===== config.mk =====
export PLATFORM = sky130hd
export DESIGN_NAME = vmi_ctrl
export DESIGN_NICKNAME = d
export VERILOG_FILES = /design/src/design/vmi_pkg.sv /design/src/design/vmi_ctrl.sv
export VERILOG_INCLUDE_DIRS = /design/src /design/src/design
export SDC_FILE = /design/constraint.sdc
export NUM_CORES = 1
export LEC_CHECK = 0
export BUFFER_PORTS_ARGS = -buffer_cell sky130_fd_sc_hd__buf_2
export CAP_MARGIN = 20
export CORE_AREA = 2 2 45 55
export DETAILED_ROUTE_END_ITERATION = 8
export DIE_AREA = 0 0 47 57
export PLACE_DENSITY = 0.72
export SYNTH_ARGS = -nofsm -noshare
export SYNTH_HDL_FRONTEND = slang
export SYNTH_SLANG_ARGS = --single-unit
export TNS_END_PERCENT = 30

===== constraint.sdc =====
create_clock -name clk -period 1.97 [get_ports clk]
set_clock_uncertainty 0.05 [all_clocks]
set_input_delay 0.197 -clock clk [delete_from_list [all_inputs] [get_ports clk]]
set_output_delay 0.197 -clock clk [all_outputs]
set_load 0.03 [all_outputs]

===== src/design/assert_macros.svh =====
// assertion macros shared by the mixer modules
// expects clk and arst_n in the including module
`ifndef ASSERT_MACROS_SVH
`define ASSERT_MACROS_SVH

// property checked at every clock edge outside reset
`define VMI_ASSERT(label, prop, msg) \
	label: assert property (@(posedge clk) disable iff (!arst_n) prop) else $error(msg);

// condition implies a consequence in the next cycle
`define VMI_ASSERT_NEXT(label, cond, nxt, msg) \
	label: assert property (@(posedge clk) disable iff (!arst_n) (cond) |=> (nxt)) \
		else $error(msg);

`endif


===== src/design/vmi_pkg.sv =====
// shared types and constants of the interpolating voice mixer
// no dependencies
`timescale 1ns / 1ps

package vmi_pkg;

	localparam int NUM_VOICES   = 16;
	localparam int VOICE_W      = $clog2(NUM_VOICES);
	localparam int SAMPLE_DEPTH = 65536;
	localparam int ADDR_W       = $clog2(SAMPLE_DEPTH);
	localparam int ACC_W        = 56;

	localparam logic CFG_MASTER_GAIN = 1'b0;
	localparam logic CFG_SOUND_GAIN  = 1'b1;

	typedef enum logic [2:0] {
		OP_LOAD  = 3'd0,
		OP_START = 3'd1,
		OP_STOP  = 3'd2,
		OP_PAUSE = 3'd3,
		OP_FRAME = 3'd4
	} op_t;

	typedef struct packed {
		logic [2:0]         operation;
		logic [15:0]        mem_address;
		logic signed [15:0] sample_value;
		logic [3:0]         voice_index;
		logic [15:0]        length_frames;
		logic               stereo_source;
		logic               loop_enable;
		logic [15:0]        volume;
		logic signed [15:0] pan;
		logic [19:0]        pitch_step;
		logic               pause_request;
	} mix_req_t;

	typedef struct packed {
		logic signed [15:0] left_sample;
		logic signed [15:0] right_sample;
		logic [4:0]         voice_count;
	} mix_res_t;

	typedef enum logic [4:0] {
		S_IDLE, S_DECODE, S_WRITE, S_ST1, S_ST2, S_ST3, S_STOP, S_PAUSE,
		S_FS1, S_FS2, S_CHK, S_RD0, S_RD1, S_GN, S_IV, S_ML, S_MH, S_AC,
		S_GA, S_GB, S_ADV, S_OUT
	} state_t;

	typedef enum logic [4:0] {
		CMD_NOP, CMD_WRITE, CMD_START1, CMD_START2, CMD_START3, CMD_STOP,
		CMD_PAUSE, CMD_SCALE1, CMD_SCALE2, CMD_CHECK, CMD_READ0, CMD_READ1,
		CMD_GAIN, CMD_INTERP, CMD_MUL_LO, CMD_MUL_HI, CMD_ACCUM, CMD_GMUL,
		CMD_GRND, CMD_ADVANCE, CMD_OUTPUT
	} cmd_op_t;

	typedef struct packed {
		logic               accept;
		cmd_op_t            op;
		logic [VOICE_W-1:0] voice;
		logic               ch;
	} dp_cmd_t;

	typedef struct packed {
		logic [2:0] op;
		logic       play;
		logic       stereo;
	} dp_status_t;

endpackage


===== src/design/vmi_ctrl.sv =====
// sequencer of the voice mixer: request decode, voice and channel loop
// depends on vmi_pkg and assert_macros.svh
`timescale 1ns / 1ps
`include "assert_macros.svh"

module vmi_ctrl
	import vmi_pkg::*;
(
	input  logic       clk,
	input  logic       arst_n,
	input  logic       start,
	output logic       busy,
	input  dp_status_t status,
	output dp_cmd_t    cmd
);

	state_t             state_q, state_d;
	logic [VOICE_W-1:0] vc_q;
	logic               ch_q;
	logic               last;

	assign last = (vc_q == VOICE_W'(NUM_VOICES - 1));
	assign busy = (state_q != S_IDLE);

	always_ff @(posedge clk or negedge arst_n) begin
		if (!arst_n) begin
			state_q <= S_IDLE;
			vc_q    <= '0;
			ch_q    <= 1'b0;
		end else begin
			state_q <= state_d;
			case (state_q)
				S_FS2: vc_q <= '0;
				S_CHK: begin
					ch_q <= 1'b0;
					if (!status.play && !last) vc_q <= vc_q + 1'b1;
				end
				S_AC: if (!ch_q) ch_q <= 1'b1;
				S_ADV: if (!last) vc_q <= vc_q + 1'b1;
				default: ;
			endcase
		end
	end

	always_comb begin
		state_d = state_q;
		case (state_q)
			S_IDLE: if (start) state_d = S_DECODE;
			S_DECODE: begin
				case (status.op)
					OP_LOAD:  state_d = S_WRITE;
					OP_START: state_d = S_ST1;
					OP_STOP:  state_d = S_STOP;
					OP_PAUSE: state_d = S_PAUSE;
					OP_FRAME: state_d = S_FS1;
					default:  state_d = S_IDLE;
				endcase
			end
			S_WRITE, S_STOP, S_PAUSE, S_ST3, S_OUT: state_d = S_IDLE;
			S_ST1: state_d = S_ST2;
			S_ST2: state_d = S_ST3;
			S_FS1: state_d = S_FS2;
			S_FS2: state_d = S_CHK;
			S_CHK: begin
				if (status.play) state_d = S_RD0;
				else if (last) state_d = S_OUT;
				else state_d = S_CHK;
			end
			S_RD0: state_d = S_RD1;
			S_RD1: state_d = S_GN;
			S_GN:  state_d = S_IV;
			S_IV:  state_d = S_ML;
			S_ML:  state_d = S_MH;
			S_MH:  state_d = S_AC;
			S_AC: begin
				if (ch_q) state_d = S_ADV;
				else if (status.stereo) state_d = S_RD0;
				else state_d = S_GA;
			end
			S_GA: state_d = S_GB;
			S_GB: state_d = S_ML;
			S_ADV: state_d = last ? S_OUT : S_CHK;
			default: state_d = S_IDLE;
		endcase
	end

	always_comb begin
		cmd.accept = (state_q == S_IDLE) && start;
		cmd.voice  = vc_q;
		cmd.ch     = ch_q;
		case (state_q)
			S_WRITE: cmd.op = CMD_WRITE;
			S_ST1:   cmd.op = CMD_START1;
			S_ST2:   cmd.op = CMD_START2;
			S_ST3:   cmd.op = CMD_START3;
			S_STOP:  cmd.op = CMD_STOP;
			S_PAUSE: cmd.op = CMD_PAUSE;
			S_FS1:   cmd.op = CMD_SCALE1;
			S_FS2:   cmd.op = CMD_SCALE2;
			S_CHK:   cmd.op = CMD_CHECK;
			S_RD0:   cmd.op = CMD_READ0;
			S_RD1:   cmd.op = CMD_READ1;
			S_GN:    cmd.op = CMD_GAIN;
			S_IV:    cmd.op = CMD_INTERP;
			S_ML:    cmd.op = CMD_MUL_LO;
			S_MH:    cmd.op = CMD_MUL_HI;
			S_AC:    cmd.op = CMD_ACCUM;
			S_GA:    cmd.op = CMD_GMUL;
			S_GB:    cmd.op = CMD_GRND;
			S_ADV:   cmd.op = CMD_ADVANCE;
			S_OUT:   cmd.op = CMD_OUTPUT;
			default: cmd.op = CMD_NOP;
		endcase
	end

	`VMI_ASSERT_NEXT(a_out_to_idle, state_q == S_OUT, state_q == S_IDLE, "frame end not idle")
	`VMI_ASSERT_NEXT(a_right_done, state_q == S_AC && ch_q, state_q == S_ADV,
		"voice not advanced after right channel")
	`VMI_ASSERT(a_accept_idle, cmd.accept |-> !busy, "request taken while busy")

endmodule


# Word level (Yosys, flattened, before mapping)
# Memories as Yosys holds them, arrays and structs flattened.
# Cells that the tools add are included.
totals:
  elab_cells: 51
  mem_count: 1
  output_inout_bits: 12
  inputBits: 8
  regBits: 10
  rom_bits: 160
classes:
  n_eq_ne: 24
  muxes: 11
  add_sub_neg: 1
  reduce_logical: 11
mem_list:
  columns: ["memory", "words", "width", "read_ports", "rd_ports_with_merged_regs", "write_ports", "line", "rtl"]
  rows:
  - ["(name not given)", 32, 5, 1, 0, 0, "vmi_ctrl.sv:91", "case (state_q)"]
op_table:
  columns: ["cell", "n"]
  rows:
  - ["5-bit one-hot mux with 16 select lines", 1]
  - ["5-bit by 4-bit equality test with 1-bit output (second input constant)", 8]
  - ["5-bit equality test (second input constant)", 5]
  - ["5-bit 2-to-1 mux", 5]
  - ["4-bit one-hot mux with 5 select lines", 1]
  - ["4-bit one-hot mux with 3 select lines", 1]
  - ["4-bit 2-to-1 mux", 2]
  - ["3-bit by 2-bit equality test with 1-bit output (second input constant)", 2]
  - ["2-bit != test (second input constant)", 3]
  - ["5-bit by 1-bit equality test with 1-bit output (second input constant)", 1]
  - ["5-bit by 2-bit equality test with 1-bit output (second input constant)", 1]
  - ["5-bit by 3-bit equality test with 1-bit output (second input constant)", 1]
  - ["5-bit zero test", 1]
  - ["5-bit nonzero test", 1]
  - ["4-bit by 1-bit adder with 4-bit output (second input constant)", 1]
  - ["4-bit equality test (second input constant)", 1]
  - ["3-bit by 1-bit equality test with 1-bit output (second input constant)", 1]
  - ["3-bit equality test (second input constant)", 1]
  - ["3-bit zero test", 1]
  - ["3-bit AND reduction", 1]
  - ["3-bit nonzero test", 1]
  - ["1-bit logical AND", 2]
  - ["1-bit zero test", 2]
  - ["1-bit one-hot mux with 2 select lines", 1]
  - ["2 further kinds", 2]

# Logic depth before layout (Yosys ltp)
depth:
  depth_word: 5
  depth_mapped: 8
  ltp_nobuf: 7

# Least setup slack after synthesis
# Ideal clock, no wire load.
synth_timing:
  kind: "register to output"
  from: "reg state_q[2]"
  to: "out cmd[9] (netlist bit)"
  stages_incl_launch_ff: 5
  required_time_ps: 1723
  path_slack_ps: -46
  path_buffers: 2
  arrival_ps: 1769
  path_cell_list: "dfrtp_1 -> clkbuf_1 -> buf_2 -> nor2b_1 -> a211oi_1"
synth_lines:
  columns: ["element", "line", "rtl"]
  rows:
  - ["from (decl)", "vmi_ctrl.sv:17", "state_t state_q, state_d;"]
  - ["from (signal assigned)", "vmi_ctrl.sv:31", "state_q <= state_d;"]
  - ["to (decl)", "vmi_ctrl.sv:14", "output dp_cmd_t cmd"]

==> results.ini <==
[run_status]
status = finished clean

[worst_setup_path]
r2r_end = vc_q[2]$_DFFE_PN0P_
slowest_delay_ns = 0.49
critPathRequiredTime_ns = 1.72
cp_max_fo = 13
critPathArrivalTime_ns = 1.68
cp_cell_sequence = buf_4 -> or2_4 -> o221ai_1 -> buf_4
crit_path_start_kind = flip-flop
crit_top_cell = buf_4
crit_end = cmd[5]
critPathLaunch = state_q[2]$_DFFE_PN0P_
critPathKind = reg2out
reg2reg_depth = 7
critPathCaptureType = primary output
r2r_start = state_q[1]$_DFFE_PN0P_
path_depth = 4
reg2reg_slack_ns = 0.07
crit_slowest_cell = dfrtp_2
cp_top_family = flip-flops
critPathBufInv = 2

[timing]
slew_headroom_pct = 73.8
worst_pin_slew_ns = 0.387
timing.fmax_mhz = 519
fin_setup_tns_ns = 0
hold_violations = 0
rsz0062_at_grt = true
finalMaxSlewViolations = 0
setup_violations = 0
fin_crit_sh_pct = 97.8
fin_crit_ns = 1.93
layout_setup_ws_ns = 0.0424

[pwr]
p_leak_nw = 0.584
ir_worst_vdd_mv = 0.780
p_per_area_nw_per_um2 = 1430

[synth]
synth-seq-cells = 10
synth.net_count = 144
syn-cell-area_um2 = 1000
synthArstFlopShare_pct = 100
syn_inst = 130
yosysWarnings = 0
synth_edf_count = 0
synth_cell_types = 44
ys.flop_type = dfrtp_1
avgSynthCellArea_um2 = 7.69
ys_seq_area_share_pct = 25.0

[finish]
n_antenna_cell = 0
layoutNonFillerInstCount = 192
regArea_um2 = 253
syn2layout_area_growth_pct = 32.3
multiInputGateArea_um2 = 747
n_fill_cell = 208
fin_area_um2 = 1320
post-route-util_pct = 60.5
layout-drive-gt1-share_pct = 36.6
final_cell_mix = buf_4, buf_2, nand2_1
finalNetCount = 177
mostFrequentLayoutCell = buf_4

[global_routing]
grt_overflow = 0
track_usage_pct = 22.4
first_global_vias = 1050
grt_max_degree = 18
grt_pass1_wl_mm = 4.57
antenna_found_initial = 0

[cts]
clockBufferDepth = 2
numClockSinks = 10
clk_pin_slew_ns = 0.07
cts_root_buf = clkbuf_4
insertion_delay_ns = 0.26
cts_max_level = 1
cts_made_buffers = 3
tritoncts = yes

[detailed_routing]
drc = 0
antenna_left = 0
wl_mm = 2.83
viasPerCell = 5.77
num_vias = 1107
avgRoutedWirePerCell_um = 14.7
drtIter0Drc = 23
dr.pass1.iters = 4

[die]
die_height_um = 57
io_pins = 20
die_w_um = 47
num_rows = 19
core_region_area_um2 = 2190
initial_core_util_pct = 45.7
dieArea_um2 = 2680

[place]
port_buffers = 19
dp_cells = 187
pre_cts_slack_ns = -0.0602
place_congestion = 0.836
place_area_um2 = 1220
hpwl_mm = 2.08

[hold_path]
hold_class = in2reg

[run]
maxCapViolCount = 0

flip-flops by register name, indices dropped and copies added (netlist names):
register	flops
ch_q	1
vc_q	4
state_q	5
logic make-up (layout without fill, tap and decap cells):
logic type / count (synthesis) / after routing / synth area share, %
AND/OR/NAND/NOR: 50 / 50 / 27.2
AO/OA/AOI/OAI: 47 / 47 / 31.4
buffers and inverters: 15 / 46 / 6.88
flip-flops: 10 / 10 / 25.0
adder cells (fa/ha/maj): 6 / 6 / 7.51
multiplexers: 2 / 2 / 2.00
where the power goes:
group / leakage, nW / switching (mW) / internal (mW) / total, mW
Sequential: 0.132 / 0.0727 / 0.257 / 0.330
Clock: 0.0138 / 0.0632 / 0.0701 / 0.133
Combinational: 0.438 / 0.843 / 0.583 / 1.43
worst min-delay path by stage:
stage | slack (ns) | start | cells after the start | end
2_1_floorplan | -0.15 | arst_n | 0 | ch_q$_DFFE_PN0P_
3_3_place_gp | 0.01 | arst_n | 1 | vc_q[3]$_DFFE_PN0P_
3_5_place_dp | 0.02 | arst_n | 1 | vc_q[3]$_DFFE_PN0P_
4_1_cts | 0.21 | start | 4 | state_q[0]$_DFFE_PN0P_
5_1_grt | 0.25 | start | 4 | state_q[1]$_DFFE_PN0P_
6_report | 0.21 | start | 4 | state_q[1]$_DFFE_PN0P_
worst min-delay path: cells and delay by family:
| family | cells | cell delay [ns] |
|---|---|---|
| AOI/OAI and AO/OA | 1 | 0.05 |
| buffers and inverters | 1 | 0.09 |
| and+or+nand+nor | 2 | 0.14 |
per-stage QoR:
step	total power [mW]	hold WS, ns
2_1_floorplan	1.17	-0.149
3_3_place_gp	1.56	0.0124
3_5_place_dp	1.58	0.0156
4_1_cts	1.74	0.208
5_1_grt	2.04	0.252
6_report	1.89	0.212
synthesized netlist by cell type (2+ instances only):
| master | count | area share, % |
|---|---|---|
| a211oi_1 | 2 | 1.5 |
| a21o_1 | 2 | 1.5 |
| a21oi_1 | 11 | 5.5 |
| a221oi_1 | 2 | 1.8 |
| a32oi_1 | 2 | 1.8 |
| buf_2 | 3 | 1.5 |
| buf_4 | 2 | 1.5 |
| clkbuf_1 | 4 | 1.5 |
| dfrtp_1 | 10 | 25 |
| ha_1 | 6 | 7.5 |
| inv_1 | 5 | 1.9 |
| mux2i_1 | 2 | 2.0 |
| nand2_1 | 14 | 5.3 |
| nand3_1 | 2 | 1.0 |
| nor2_1 | 13 | 4.9 |
| nor2b_1 | 5 | 3.1 |
| nor3_1 | 2 | 1.0 |
| nor3b_1 | 2 | 1.5 |
| o21ai_0 | 11 | 5.5 |
| o21ai_1 | 3 | 1.5 |
| o221ai_1 | 2 | 1.8 |
| o22ai_1 | 2 | 1.3 |
| o32ai_1 | 2 | 1.8 |
area by class of cell:
| type | count | area share [%] |
|---|---|---|
| repair buffers | 38 | 18.4 |
| clock buffers | 3 | 1.70 |
| multi-input cells | 105 | 56.5 |
| well taps | 31 | 2.93 |
| flip-flops and latches | 10 | 19.1 |
| inverters | 5 | 1.42 |
timing repair:
action,in CTS,in global routing
setup endpoints to repair,5,10
buffers inserted,0,1
hold buffers,1,0
endpoints found under the hold margin,10,0
pin swaps,0,2
gates cloned,0,0
resized for setup,5,16
routing by layer:
layer / global-route usage [%] / vias up / share of wire [%]
met5: 0 / - / 0
met4: 5.95 / 0 / 1.2
met2: 36.4 / 40 / 53
met1: 31.2 / 511 / 42
li1: - / 550 / -
met3: 2.22 / 6 / 4.1
No activity file was read; power rests on OpenSTA's default activity.
